`config.mk`:
```
export PLATFORM = sky130hd
export DESIGN_NAME = touch_sample_filter_controller_unit_flat
export DESIGN_NICKNAME = d
export VERILOG_FILES = /design/src/sv/tsfc_pkg.sv /design/src/sv/tsfc_evt_if.sv /design/src/sv/tsfc_rpt_if.sv /design/src/sv/tsfc_axis_check.sv /design/src/sv/touch_sample_filter_controller_unit.sv /design/src/flat_wrapper.sv
export SDC_FILE = /design/constraint.sdc
export NUM_CORES = 1
export LEC_CHECK = 0
export ABC_CLOCK_PERIOD_IN_PS = 14710
export BUFFER_PORTS_ARGS = -buffer_cell sky130_fd_sc_hd__clkbuf_2
export CORE_UTILIZATION = 30
export DETAILED_ROUTE_END_ITERATION = 8
export PLACE_DENSITY = 0.52
export SLEW_MARGIN = 20
export SYNTH_ARGS = -nofsm -noshare
export SYNTH_HDL_FRONTEND = slang
export SYNTH_HIERARCHICAL = 1
export SYNTH_SLANG_ARGS = --single-unit
```
`constraint.sdc`:
```
create_clock -name clk -period 14.71 [get_ports clk]
set_input_delay 0 -clock clk [delete_from_list [all_inputs] [get_ports clk]]
set_output_delay 0 -clock clk [all_outputs]
set_load 0.005 [all_outputs]
```
`src/sv/tsfc_pkg.sv`:
```
`timescale 1ns / 1ps
// ----------------------------------------------------------------------------
// tsfc_pkg
// Shared types and constants of the touch sample filter controller.
// ----------------------------------------------------------------------------
package tsfc_pkg;

	localparam int unsigned SAMPLE_BITS_DEF = 10;
	localparam int unsigned LIMIT_BITS      = 10;
	localparam logic [LIMIT_BITS-1:0] LIMIT_RESET = 10'd10;

	typedef logic [1:0] kind_t;
	localparam kind_t KIND_PEN_IRQ    = 2'd0;
	localparam kind_t KIND_CONVERSION = 2'd1;
	localparam kind_t KIND_TIMER      = 2'd2;

	typedef enum logic [1:0] {
		MODE_WAIT_DOWN = 2'd0,
		MODE_WAIT_UP   = 2'd1,
		MODE_MEASURE   = 2'd2
	} mode_t;

	localparam logic [1:0] LAST_SAMPLE = 2'd3;

endpackage

```
`src/sv/tsfc_evt_if.sv`:
```
`timescale 1ns / 1ps
// ----------------------------------------------------------------------------
// tsfc_evt_if
// Event channel: valid/ready with event kind, pen status and X/Y samples.
// ----------------------------------------------------------------------------
interface tsfc_evt_if #(
	parameter int unsigned SAMPLE_BITS = tsfc_pkg::SAMPLE_BITS_DEF
);
	logic                   valid;
	logic                   ready;
	tsfc_pkg::kind_t        kind;
	logic                   pen_up;
	logic [SAMPLE_BITS-1:0] x_sample;
	logic [SAMPLE_BITS-1:0] y_sample;

	modport source (output valid, kind, pen_up, x_sample, y_sample, input ready);
	modport sink   (input valid, kind, pen_up, x_sample, y_sample, output ready);
endinterface

```
`src/sv/tsfc_rpt_if.sv`:
```
`timescale 1ns / 1ps
// ----------------------------------------------------------------------------
// tsfc_rpt_if
// Result channel: valid/ready with panel mode, timer request and touch report.
// ----------------------------------------------------------------------------
interface tsfc_rpt_if #(
	parameter int unsigned SAMPLE_BITS = tsfc_pkg::SAMPLE_BITS_DEF
);
	logic                   valid;
	logic                   ready;
	tsfc_pkg::mode_t        next_mode;
	logic                   start_timer;
	logic                   report_valid;
	logic                   pressed;
	logic [SAMPLE_BITS-1:0] x_position;
	logic [SAMPLE_BITS-1:0] y_position;

	modport source (output valid, next_mode, start_timer, report_valid, pressed,
		x_position, y_position, input ready);
	modport sink   (input valid, next_mode, start_timer, report_valid, pressed,
		x_position, y_position, output ready);
endinterface

```
`src/sv/tsfc_axis_check.sv`:
```
`timescale 1ns / 1ps
// ----------------------------------------------------------------------------
// tsfc_axis_check
// Consistency check and four-sample floor mean for one axis.
// ----------------------------------------------------------------------------
module tsfc_axis_check #(
	parameter int unsigned SAMPLE_BITS = tsfc_pkg::SAMPLE_BITS_DEF
) (
	input  logic [SAMPLE_BITS-1:0]          s0,
	input  logic [SAMPLE_BITS-1:0]          s1,
	input  logic [SAMPLE_BITS-1:0]          s2,
	input  logic [SAMPLE_BITS-1:0]          s3,
	input  logic [tsfc_pkg::LIMIT_BITS-1:0] limit,
	output logic                            ok,
	output logic [SAMPLE_BITS-1:0]          mean
);
	localparam int unsigned SB = SAMPLE_BITS;
	localparam int unsigned CW = (SB > tsfc_pkg::LIMIT_BITS) ? SB : tsfc_pkg::LIMIT_BITS;

	logic [SB:0]   sum01, sum12;
	logic [SB-1:0] mean01, mean12;
	logic [SB-1:0] dev2, dev3;
	logic [SB+1:0] sum4;

	always_comb begin
		sum01  = {1'b0, s0} + {1'b0, s1};
		sum12  = {1'b0, s1} + {1'b0, s2};
		mean01 = sum01[SB:1];
		mean12 = sum12[SB:1];
		dev2   = (s2 >= mean01) ? (s2 - mean01) : (mean01 - s2);
		dev3   = (s3 >= mean12) ? (s3 - mean12) : (mean12 - s3);
		ok     = (CW'(dev2) <= CW'(limit)) && (CW'(dev3) <= CW'(limit));
		sum4   = {2'b00, s0} + {2'b00, s1} + {2'b00, s2} + {2'b00, s3};
		mean   = sum4[SB+1:2];
	end
endmodule

```
`src/sv/touch_sample_filter_controller_unit.sv`:
```
`timescale 1ns / 1ps
// ----------------------------------------------------------------------------
// touch_sample_filter_controller_unit
// Resistive touch panel sample filter: takes pen, conversion and timer
// events, gathers four X/Y samples, checks them and reports the position.
// ----------------------------------------------------------------------------
//  channel   direction  handshake          payload
//  evt       in         valid/ready        kind, pen_up, x_sample, y_sample
//  rpt       out        valid/ready        next_mode, start_timer, report_valid,
//                                          pressed, x_position, y_position
//  cfg       in         cfg_wr_en          cfg_wr_data (error limit)
//
//  One event per cycle unless the result stalls; each event passes the input
//  register and then the result register, with the filter logic between them.
//  Reset clears the pipeline, the sample count and sets the error limit to 10.
//  A stalled result holds its register; the input register still takes an
//  event until both registers are full.
// ----------------------------------------------------------------------------
module touch_sample_filter_controller_unit #(
	parameter int unsigned SAMPLE_BITS = tsfc_pkg::SAMPLE_BITS_DEF
) (
	input  logic                            clk,
	input  logic                            arst_n,
	tsfc_evt_if.sink                        evt,
	tsfc_rpt_if.source                      rpt,
	input  logic                            cfg_wr_en,
	input  logic [tsfc_pkg::LIMIT_BITS-1:0] cfg_wr_data
);
	localparam int unsigned SB = SAMPLE_BITS;

	logic [tsfc_pkg::LIMIT_BITS-1:0] error_limit_q;
	logic [1:0]                      count_q;
	logic [SB-1:0]                   x_store_q [0:2];
	logic [SB-1:0]                   y_store_q [0:2];

	logic                            valid_s1;
	tsfc_pkg::kind_t                 kind_s1;
	logic                            up_s1;
	logic [SB-1:0]                   x_s1, y_s1;

	logic                            rpt_valid_q;
	tsfc_pkg::mode_t                 mode_q;
	logic                            timer_q, report_q, pressed_q;
	logic [SB-1:0]                   xpos_q, ypos_q;

	logic                            advance;
	logic                            x_ok, y_ok;
	logic [SB-1:0]                   x_mean, y_mean;

	tsfc_pkg::mode_t                 mode_d;
	logic                            timer_d, report_d, pressed_d;
	logic [SB-1:0]                   xpos_d, ypos_d;
	logic [1:0]                      count_d;
	logic                            store_wr;

	assign advance   = !rpt_valid_q || rpt.ready;
	assign evt.ready = !valid_s1 || advance;

	tsfc_axis_check #(.SAMPLE_BITS(SB)) u_x_check (
		.s0    (x_store_q[0]),
		.s1    (x_store_q[1]),
		.s2    (x_store_q[2]),
		.s3    (x_s1),
		.limit (error_limit_q),
		.ok    (x_ok),
		.mean  (x_mean)
	);

	tsfc_axis_check #(.SAMPLE_BITS(SB)) u_y_check (
		.s0    (y_store_q[0]),
		.s1    (y_store_q[1]),
		.s2    (y_store_q[2]),
		.s3    (y_s1),
		.limit (error_limit_q),
		.ok    (y_ok),
		.mean  (y_mean)
	);

	always_comb begin
		mode_d    = tsfc_pkg::MODE_MEASURE;
		timer_d   = 1'b0;
		report_d  = 1'b0;
		pressed_d = 1'b0;
		xpos_d    = '0;
		ypos_d    = '0;
		count_d   = count_q;
		store_wr  = 1'b0;
		if (kind_s1 == tsfc_pkg::KIND_CONVERSION) begin
			if (up_s1) begin
				mode_d  = tsfc_pkg::MODE_WAIT_DOWN;
				count_d = '0;
			end else if (count_q == tsfc_pkg::LAST_SAMPLE) begin
				mode_d  = tsfc_pkg::MODE_WAIT_UP;
				timer_d = 1'b1;
				count_d = '0;
				if (x_ok && y_ok) begin
					report_d  = 1'b1;
					pressed_d = 1'b1;
					xpos_d    = x_mean;
					ypos_d    = y_mean;
				end
			end else begin
				store_wr = 1'b1;
				count_d  = count_q + 2'd1;
			end
		end else if (up_s1) begin
			mode_d   = tsfc_pkg::MODE_WAIT_DOWN;
			report_d = 1'b1;
		end
	end

	always_ff @(posedge clk or negedge arst_n) begin
		if (!arst_n) begin
			error_limit_q <= tsfc_pkg::LIMIT_RESET;
			count_q       <= '0;
			valid_s1      <= 1'b0;
			rpt_valid_q   <= 1'b0;
		end else begin
			if (cfg_wr_en) begin
				error_limit_q <= cfg_wr_data;
			end
			if (evt.ready) begin
				valid_s1 <= evt.valid;
			end
			if (advance) begin
				rpt_valid_q <= valid_s1;
				if (valid_s1) begin
					count_q <= count_d;
				end
			end
		end
	end

	// payload registers
	always_ff @(posedge clk) begin
		if (evt.ready && evt.valid) begin
			kind_s1 <= evt.kind;
			up_s1   <= evt.pen_up;
			x_s1    <= evt.x_sample;
			y_s1    <= evt.y_sample;
		end
		if (advance && valid_s1) begin
			mode_q    <= mode_d;
			timer_q   <= timer_d;
			report_q  <= report_d;
			pressed_q <= pressed_d;
			xpos_q    <= xpos_d;
			ypos_q    <= ypos_d;
			if (store_wr) begin
				x_store_q[count_q] <= x_s1;
				y_store_q[count_q] <= y_s1;
			end
		end
	end

	assign rpt.valid        = rpt_valid_q;
	assign rpt.next_mode    = mode_q;
	assign rpt.start_timer  = timer_q;
	assign rpt.report_valid = report_q;
	assign rpt.pressed      = pressed_q;
	assign rpt.x_position   = xpos_q;
	assign rpt.y_position   = ypos_q;
endmodule

```
`src/flat_wrapper.sv`:
```
// flat-port wrapper written by rule: the top's interface ports become plain ports
module touch_sample_filter_controller_unit_flat 
#(
	parameter int unsigned SAMPLE_BITS = tsfc_pkg::SAMPLE_BITS_DEF
)
  (clk, arst_n, cfg_wr_en, cfg_wr_data, evt_valid, evt_kind, evt_pen_up, evt_x_sample, evt_y_sample, evt_ready, rpt_valid, rpt_next_mode, rpt_start_timer, rpt_report_valid, rpt_pressed, rpt_x_position, rpt_y_position, rpt_ready);
  tsfc_evt_if #(.SAMPLE_BITS(SAMPLE_BITS)) evt_i ();
  tsfc_rpt_if #(.SAMPLE_BITS(SAMPLE_BITS)) rpt_i ();
  input  logic clk;
  input  logic arst_n;
  input  logic cfg_wr_en;
  input  logic [tsfc_pkg::LIMIT_BITS-1:0] cfg_wr_data;
  input wire logic [$bits(evt_i.valid)-1:0] evt_valid;
  input wire logic [$bits(evt_i.kind)-1:0] evt_kind;
  input wire logic [$bits(evt_i.pen_up)-1:0] evt_pen_up;
  input wire logic [$bits(evt_i.x_sample)-1:0] evt_x_sample;
  input wire logic [$bits(evt_i.y_sample)-1:0] evt_y_sample;
  output wire logic [$bits(evt_i.ready)-1:0] evt_ready;
  output wire logic [$bits(rpt_i.valid)-1:0] rpt_valid;
  output wire logic [$bits(rpt_i.next_mode)-1:0] rpt_next_mode;
  output wire logic [$bits(rpt_i.start_timer)-1:0] rpt_start_timer;
  output wire logic [$bits(rpt_i.report_valid)-1:0] rpt_report_valid;
  output wire logic [$bits(rpt_i.pressed)-1:0] rpt_pressed;
  output wire logic [$bits(rpt_i.x_position)-1:0] rpt_x_position;
  output wire logic [$bits(rpt_i.y_position)-1:0] rpt_y_position;
  input wire logic [$bits(rpt_i.ready)-1:0] rpt_ready;
  assign evt_i.valid = evt_valid;
  assign evt_i.kind = evt_kind;
  assign evt_i.pen_up = evt_pen_up;
  assign evt_i.x_sample = evt_x_sample;
  assign evt_i.y_sample = evt_y_sample;
  assign evt_ready = evt_i.ready;
  assign rpt_valid = rpt_i.valid;
  assign rpt_next_mode = rpt_i.next_mode;
  assign rpt_start_timer = rpt_i.start_timer;
  assign rpt_report_valid = rpt_i.report_valid;
  assign rpt_pressed = rpt_i.pressed;
  assign rpt_x_position = rpt_i.x_position;
  assign rpt_y_position = rpt_i.y_position;
  assign rpt_i.ready = rpt_ready;
  touch_sample_filter_controller_unit #(.SAMPLE_BITS(SAMPLE_BITS)) u_core (.clk(clk), .arst_n(arst_n), .evt(evt_i), .rpt(rpt_i), .cfg_wr_en(cfg_wr_en), .cfg_wr_data(cfg_wr_data));
endmodule
```
==> results.sh <==
export IMPL_status="complete, no violations"
export IMPL_drive_above_1_share=0.136
export IMPL_yosysTopAreaCellShare=0.278
export IMPL_worstSetupPathType="reg2reg"
export IMPL_crit_path_end_kind="flop"
export IMPL_grt_pass1_vias=8795
export IMPL_n_fill_cell=3800
export IMPL_cts_sinks=121
export IMPL_hold_viol=0
export IMPL_fin_skew_ns=0.00860
export IMPL_tns_ns=0
export IMPL_htreeDepth=4
export IMPL_post_route_period_util=0.432
export IMPL_diodes=0
export IMPL_r2r_start="u_core/y_store_q[1][1]$_DFFE_PP_"
export IMPL_fp_row_count=71
export IMPL_drt_pass1_iterations=5
export IMPL_drc=0
export IMPL_r2r_end="u_core/rpt.x_position[8]$_SDFFCE_PP0P_"
export IMPL_dieHeight_um=198
export IMPL_yosysUniqueCellTypes=87
export IMPL_gp_congestion=0.876
export IMPL_vdd_drop_max_v=0.0000823
export IMPL_root_buffer="clkbuf_16"
export IMPL_clk_latency_ns=0.44
export IMPL_ios=65
export IMPL_ant_nets=0
export IMPL_grt_total_usage=0.158
export IMPL_start_util=0.306
export IMPL_vias=8534
export IMPL_slew_headroom=0.523
export IMPL_overflow=0
export IMPL_syn_nets=1371
export IMPL_crit_required_ns=14.90
export IMPL_path_max_fanout=22
export IMPL_fin_crit_ns=6.35
export IMPL_r2r_cells=25
export IMPL_layout_commonest_cell="ha_1"
export IMPL_fmax_mhz=157
export IMPL_syn_to_final_growth_pct=16.7
export IMPL_synth_edff_count=107
export IMPL_synth_ff_type="edfxtp_1"
export IMPL_die_w_um=198
export IMPL_worst_setup_path_start_kind="flop"
export IMPL_multi_input_area_sq_mm=0.00735
export IMPL_synth_largest_area_cell="edfxtp_1"
export IMPL_setup_violations=0
export IMPL_hold_worst_slack_ns=0.0421
export IMPL_rsz0062_at_grt="no"
export IMPL_tightestPinTransition_ns=0.715
export IMPL_grt_first_pass_wirelength_um=47200
export IMPL_cts_tree="done"
export IMPL_crit_arrival_ns=6.55
export IMPL_yosysWarnings=6
export IMPL_avgSynthCellArea_sq_um=10.3
export IMPL_dp_hpwl_um=23700
export IMPL_viasPerCell=4.85
export IMPL_die_area_sq_mm=0.0393
export IMPL_cts_buffer_depth=2
export IMPL_leakagePower_nw=6.08
export IMPL_synth_seq_area_share=0.309
export IMPL_routedWlPerCell_um=16.9
export IMPL_power_density_mw_per_mm2=92.4
export IMPL_slew_viol_final=0
export IMPL_io_buffer_count=64
export IMPL_ff_latch_area_sq_mm=0.00357
export IMPL_drtIter0Drc=424
export IMPL_antenna_found_initial=0
export IMPL_hold_class="in2async"
export IMPL_fin_nets=1482
export IMPL_async_reset_ff_frac=0.116
export IMPL_syn_area_sq_mm=0.0115
export IMPL_drt_total_wl_um=29700
export IMPL_r2r_slack_ns=8.36
export IMPL_grt_start_max_net_pins=25
export IMPL_cts_buffers=17
export IMPL_synth_cells=1123
export IMPL_synth_seq_cells=121
export IMPL_yosys_top_cells_area="edfxtp_1 (28%), ha_1 (19%), fa_1 (5.6%), inv_1 (4.2%), a21oi_1 (3.7%)"
export IMPL_core_area_sq_mm=0.0378
export IMPL_clk_pin_slew_worst_paths_ns=0.06
export IMPL_cap_violations=0
export IMPL_mostFrequentLayoutCells="ha_1 (178), inv_1 (128), edfxtp_1 (107)"
-- worst max-delay path, stage by stage, from the launching register on --
cell,delay [ns]
edfxtp_1,0.48
ha_1,0.33
a31o_2,0.20
a21oi_1,0.26
nor2b_1,0.13
o2111ai_1,0.19
nand3_1,0.12
o41ai_1,0.46
xnor2_1,0.15
ha_1,0.37
o21ai_0,0.31
o21ba_2,0.22
or3_4,0.43
mux2_2,0.33
o311ai_0,0.32
o211ai_1,0.21
ha_1,0.37
nand4_1,0.10
nor3_1,0.20
o21ai_0,0.15
nand2_1,0.08
a31oi_1,0.04
a31oi_1,0.14
a21oi_1,0.06
and4_4,0.24
and2_2,0.21
-- cell usage after synthesis (27+ instances only) --
cell,number
fa_1,32
xnor2_1,46
ha_1,178
inv_1,128
nor2_1,36
o21ai_0,46
a21oi_1,85
mux2i_1,27
xor2_1,37
edfxtp_1,107
a21o_1,42
nand2_1,49
-- metal layers --
metal  track usage  vias to the layer above  wire (um)
met4        0.0465                        0        582
met2         0.295                      129      15600
li1              -                     4251          -
met5             0                        -          0
met3        0.0283                       37        770
met1         0.183                     4117      12800
-- stage by stage --
stage / area (sq um) / instances / power, mW / util / setup slack, ns
4_1_cts: 13500 / 1758 / 1.26 / 0.357 / 8.39
3_3_place_gp: 12400 / 1679 / 0.801 / 0.328 / 8.54
2_1_floorplan: 11500 / 1123 / 0.703 / - / 9.11
5_1_grt: 13500 / 1758 / 1.32 / 0.357 / 7.88
6_report: 13500 / 1758 / 1.24 / 0.357 / 8.36
3_5_place_dp: 12400 / 1679 / 0.804 / 0.328 / 8.40
-- cell families (layout without fill, tap and decap cells) --
kind of cell             Yosys count  after routing  share of synthesized area
AO/OA/AOI/OAI                    278            278                      0.168
AND/OR/NAND/NOR                  235            235                      0.114
adder cells (fa/ha/maj)          210            210                      0.248
buffers and inverters            151            275                     0.0559
flip-flops                       121            121                      0.309
XOR/XNOR                          83             83                     0.0630
multiplexers                      45             45                     0.0413
-- flip-flops by register name, indices dropped and copies added (netlist names) --
register / cells
u_core/error_limit_q: 10
u_core/x_s1: 10
u_core/valid_s1: 1
u_core/rpt.y_position: 10
u_core/up_s1: 1
u_core/kind_s1: 2
u_core/y_store_q: 30
u_core/rpt.report_valid: 1
u_core/count_q: 2
u_core/rpt.valid: 1
u_core/rpt.next_mode: 2
u_core/x_store_q: 30
u_core/rpt.pressed: 1
u_core/y_s1: 10
u_core/rpt.x_position: 10
-- what timing repair did --
item / 4_1_cts / 5_1_grt
gates resized for setup: 0 / 0
hold buffers: 47 / 0
setup buffers: 0 / 0
endpoints found under the hold margin: 49 / 0
-- worst max-delay path by stage --
stage	to	slack, ns	start
floorplan	u_core/rpt.x_position[7]$_SDFFCE_PP0P_	9.11	u_core/y_store_q[1][1]$_DFFE_PP_
detailed placement	u_core/rpt.y_position[1]$_SDFFCE_PP0P_	8.40	u_core/y_store_q[1][1]$_DFFE_PP_
finish	u_core/rpt.x_position[8]$_SDFFCE_PP0P_	8.36	u_core/y_store_q[1][1]$_DFFE_PP_
global route	u_core/rpt.y_position[1]$_SDFFCE_PP0P_	7.88	u_core/y_store_q[2][1]$_DFFE_PP_
global placement	u_core/rpt.x_position[8]$_SDFFCE_PP0P_	8.54	u_core/y_store_q[2][1]$_DFFE_PP_
CTS	u_core/rpt.y_position[1]$_SDFFCE_PP0P_	8.39	u_core/y_store_q[1][1]$_DFFE_PP_
-- power breakdown --
group          switching, mW  leakage (nW)  total, mW  internal, mW
logic                  0.219          4.63      0.396         0.177
registers             0.0181          1.16      0.414         0.396
clock network          0.164         0.285      0.435         0.271
-- final cells by class --
cell class                 count  share of cell area
inverter                     128              0.0357
tap                          511              0.0475
sequential                   121               0.265
clock buffer                  18              0.0326
multi-input combinational    851               0.546
clock inverter                14              0.0128
timing repair buffer         115              0.0610
(Power assumes the default switching activity.)
